$ cat src/rtl/cspt_mul.sv
// shift-and-add multiplier, one multiplier bit per cycle
`default_nettype none

module cspt_mul #(
  parameter int PW = 139,
  parameter int BW = 54
) (
  input  wire logic          clk,
  input  wire logic          rst_n,
  input  wire logic          start,
  input  wire logic [PW-1:0] a,
  input  wire logic [BW-1:0] b,
  output logic               done,
  output logic [PW-1:0]      p
);

  logic          busy_r;
  logic [PW-1:0] acc_r;
  logic [PW-1:0] a_r;
  logic [BW-1:0] b_r;

  // finished once no multiplier bits remain
  assign done = busy_r && (b_r == '0);
  assign p    = acc_r;

  always_ff @(posedge clk) begin
    if (!rst_n) begin
      busy_r <= 1'b0;
    end else if (start) begin
      busy_r <= 1'b1;
    end else if (done) begin
      busy_r <= 1'b0;
    end
  end

  always_ff @(posedge clk) begin
    if (start) begin
      acc_r <= '0;
      a_r   <= a;
      b_r   <= b;
    end else if (busy_r && (b_r != '0)) begin
      if (b_r[0]) begin
        acc_r <= acc_r + a_r;
      end
      a_r <= {a_r[PW-2:0], 1'b0};
      b_r <= {1'b0, b_r[BW-1:1]};
    end
  end

endmodule

`default_nettype wire

$ cat config.mk
export PLATFORM = sky130hd
export DESIGN_NAME = cspt_mul
export DESIGN_NICKNAME = d
export VERILOG_FILES = /design/src/rtl/cspt_mul.sv
export SDC_FILE = /design/constraint.sdc
export NUM_CORES = 1
export LEC_CHECK = 0
export BUFFER_PORTS_ARGS = -buffer_cell sky130_fd_sc_hd__buf_2
export CAP_MARGIN = 20
export CORE_MARGIN = 5
export CORE_UTILIZATION = 46
export DETAILED_ROUTE_END_ITERATION = 8
export PLACE_DENSITY = 0.71
export SKIP_LAST_GASP = 1
export SLEW_MARGIN = 30
export SYNTH_ARGS = -nofsm -noshare
export SYNTH_HDL_FRONTEND = slang
export SYNTH_SLANG_ARGS = --single-unit
export TNS_END_PERCENT = 1
$ cat constraint.sdc
create_clock -name clk -period 14.9 [get_ports clk]
set_clock_uncertainty 0.2 [all_clocks]
set_input_delay 4.47 -clock clk [delete_from_list [all_inputs] [get_ports clk]]
set_output_delay 4.47 -clock clk [all_outputs]
set_load 0.05 [all_outputs]
==> metrics.md <==
| Metric | Value |
|---|---|
| Outcome | `completed` |
| Worst min-delay path class | `flip-flop to flip-flop` |
| Post-synth EDFFs | `a little under 200` |
| Top FF cell, synth | `edfxtp_1` |
| Worst Path Arrival | `7830 ps` |
| Final hold vios | `0` |
| Slew headroom | `37.15%` |
| Total Routing Usage GR | `24.87%` |
| Setup_tns | `0 ps` |
| Hold_ws | `between 200 and 300 ps` |
| Area of the die | `approximately 53000 µm²` |
| Net Count, Synth | `2800` |
| Routed length per instance | `20.59 µm` |
| Initial Util | `46.55%` |
| Commonest non-fill, non-tap cell in the layout | `nand2_1` |
| Final Setup Violations | `0` |
| Maximum clock rate | `127.4 MHz` |
| Via count | `~20000` |
| Share of cells above drive strength 1 | `23.33%` |
| DR iter-0 viols | `1577` |
| Die height | `around 230 µm` |
| Htree depth | `2` |
| Initial antenna violation count | `9` |
| Core ar. | `47850 µm²` |
| Die X | `230.0 µm` |
| Worst slew pin tran | `942.8 ps` |
| Buf/Inv on CP | `3` |
| First-pass GRT wire length | `107.1 mm` |
| Fin crit share | `52.70%` |
| FILL cells | `4429` |
| Routed Antenna Nets | `0` |
| Warnings, synthesis | `0` |
| Row count | `80` |
| Buffers on Ports | `between 300 and 400` |
| Sequential cell area | `8598 µm²` |
| Clock latency on the worst-skew pair | `560 ps` |
| Crit-path max cell delay | `1000 ps` |
| Max_cap viols | `0` |
| Number of synthesized register bits | `~330` |
| Setup bufs post-CTS | `0` |
| Sinks on Clock Net | `about 330` |
| Post-DP HPWL | `between 50 and 60 mm` |
| Layout Cells excl Fill | `3341` |
| Post-route cell area | `25490 µm²` |
| CP startpoint kind | `primary input` |
| Multi-input logic area | `12940 µm²` |
| Resize count post-CTS | `0` |
| Tot Pwr | `approximately 3 mW` |
| Peak VDD IR | `0.00009280 V` |
| Final slew viol count | `0` |
| Most frequent cells in the layout | `nand2_1, buf_2, a21oi_1` |
| Final #Nets | `3028` |
| Clk buf depth | `3` |
| Leakage | `about 11 nW` |
| Async set-reset flop share out of synthesis | `0%` |
| Clk root buf | `clkbuf_16` |
| Final min period | `7852 ps` |
| GPL Wtd Cong | `0.9422` |
| Cell family with most CP delay | `buffers and inverters` |
| TritonCTS clock tree | `done` |
| Placed cell area | `24190 µm²` |
| P&R area growth vs syn | `14.44%` |
| Largest net degree at the start of global routing | `about 110` |
| Hold bufs inserted after CTS | `0` |
| Post-Route WL | `roughly 69 mm` |
| Gr ovfl total | `0` |
| Remaining DRCs | `0` |
| WP data required | `roughly 15000 ps` |
| Sequential-to-total area share from yosys stat | `approximately 39%` |
| CTS Buf Count | `39` |
| Crit-path max FO | `113` |
| Mean post-synth cell area | `9.036 µm²` |
| Drt via density | `5.855` |
| Iteration count of the initial detailed-routing pass | `5` |
| PwrDens | `117.2 nW/µm²` |
| Post-Syn Area | `between 20000 and 25000 µm²` |
| Worst-path clk slew | `50 ps` |
| Cells after synthesis | `~2500` |
| Worst path cell trace | `buf_8, clkinv_1, nand2_4, buf_4` |
| Vias in the first global route | `19300` |
| Inst Count DP | `3267` |
| I/O pins | `336` |
| RSZ-0062 raised after global routing | `no` |
| Crit path kind | `primary input to flip-flop` |
| Slowest CP cell | `nand2_4` |
| Crit. End Element | `flip-flop` |
| Synth cell types | `84` |
[registers in the layout (all words and copies together), names as in the netlist]
| register | flops |
|---|---|
| b_r | 54 |
| a_r | 139 |
| busy_r | 1 |
| p | 139 |
[through the flow]
step	setup WS [ps]	util, %
3_3_place_gp	6242	50.56
2_1_floorplan	5206	-
6_report	7048	53.27
4_1_cts	6707	53.21
3_5_place_dp	6096	50.57
5_1_grt	6762	53.26
[worst min-delay path: cells and delay by family (launching register included)]
kind               cells  cell delay (ps)
DFF                    1              320
and+or+nand+nor        1               60
AOI/OAI and AO/OA      1               50
[Yosys cell counts, types with 8 or more instances]
library cell,instances,area [µm²]
a21o_1,101,758.2
clkbuf_1,133,499.2
nand4_1,80,500.5
or3_1,13,81.33
o31ai_1,8,60.06
nor4_1,26,162.7
xor2_1,55,481.7
buf_2,14,70.07
dfxtp_1,140,2803
a31oi_1,18,112.6
o211ai_1,10,75.07
nor2b_1,10,62.56
o21a_1,16,120.1
a21oi_1,317,1587
mux2_2,190,2140
nand2b_1,12,75.07
ha_1,138,1727
nand2_1,382,1434
edfxtp_1,193,5796
xnor2_1,60,525.5
nand3_1,39,195.2
o21ai_0,124,620.6
inv_1,39,146.4
nor2_1,116,435.4
a21boi_0,10,75.07
nor3_1,41,205.2
o21bai_1,38,285.3
[metal layers]
| metal | vias to the layer above | routed length [µm] | GRT usage (%) |
|---|---|---|---|
| met5 | - | 69 | 0.3676 |
| met4 | 12 | 2301 | 8.388 |
| met3 | 134 | 5014 | 6.045 |
| met2 | 593 | 31640 | 40.84 |
| met1 | 9298 | 29770 | 32.30 |
| li1 | 9525 | - | - |
[kinds of logic (layout without fill, tap and decap cells)]
group	Yosys count	after routing	synth area share [%]
compound gates	726	726	20.23
xor+xnor	115	115	4.522
flops	333	333	38.60
buf+inv	196	453	3.432
fa+ha+maj	139	139	7.842
mux	192	192	9.696
other cells	0	4	0
simple gates	764	764	15.67
[report_power, final]
part / leakage, nW / internal (mW) / switching (mW)
sequential: 3.09 / 1.08 / 0.0700
combinational: 7.14 / 0.303 / 0.571
clock: 0.615 / 0.573 / 0.391
total: 10.8 / 1.96 / 1.03
[path summary, 6_finish.rpt]
path	depth (start not counted)	endpoint	from	slack, ps
hold reg to reg	2	p[119]$_SDFFE_PP0P_	p[119]$_SDFFE_PP0P_	270
setup / recovery	4	a_r[19]$_DFFE_PP_	start	7050
setup reg to reg	13	p[96]$_SDFFE_PP0P_	a_r[31]$_DFFE_PP_	10180
hold / removal	2	p[119]$_SDFFE_PP0P_	p[119]$_SDFFE_PP0P_	270
[cell type report]
class                   instances  share of cell area, %
diodes                          4                0.03927
clock buffers                  53                  4.192
clock inverters                17                 0.7707
inverters                      40                 0.5891
multi-input cells            1936                  50.77
flip-flops and latches        333                  33.73
well taps                     615                  3.019
repair buffers                343                  6.882
(Power assumes the default switching activity.)
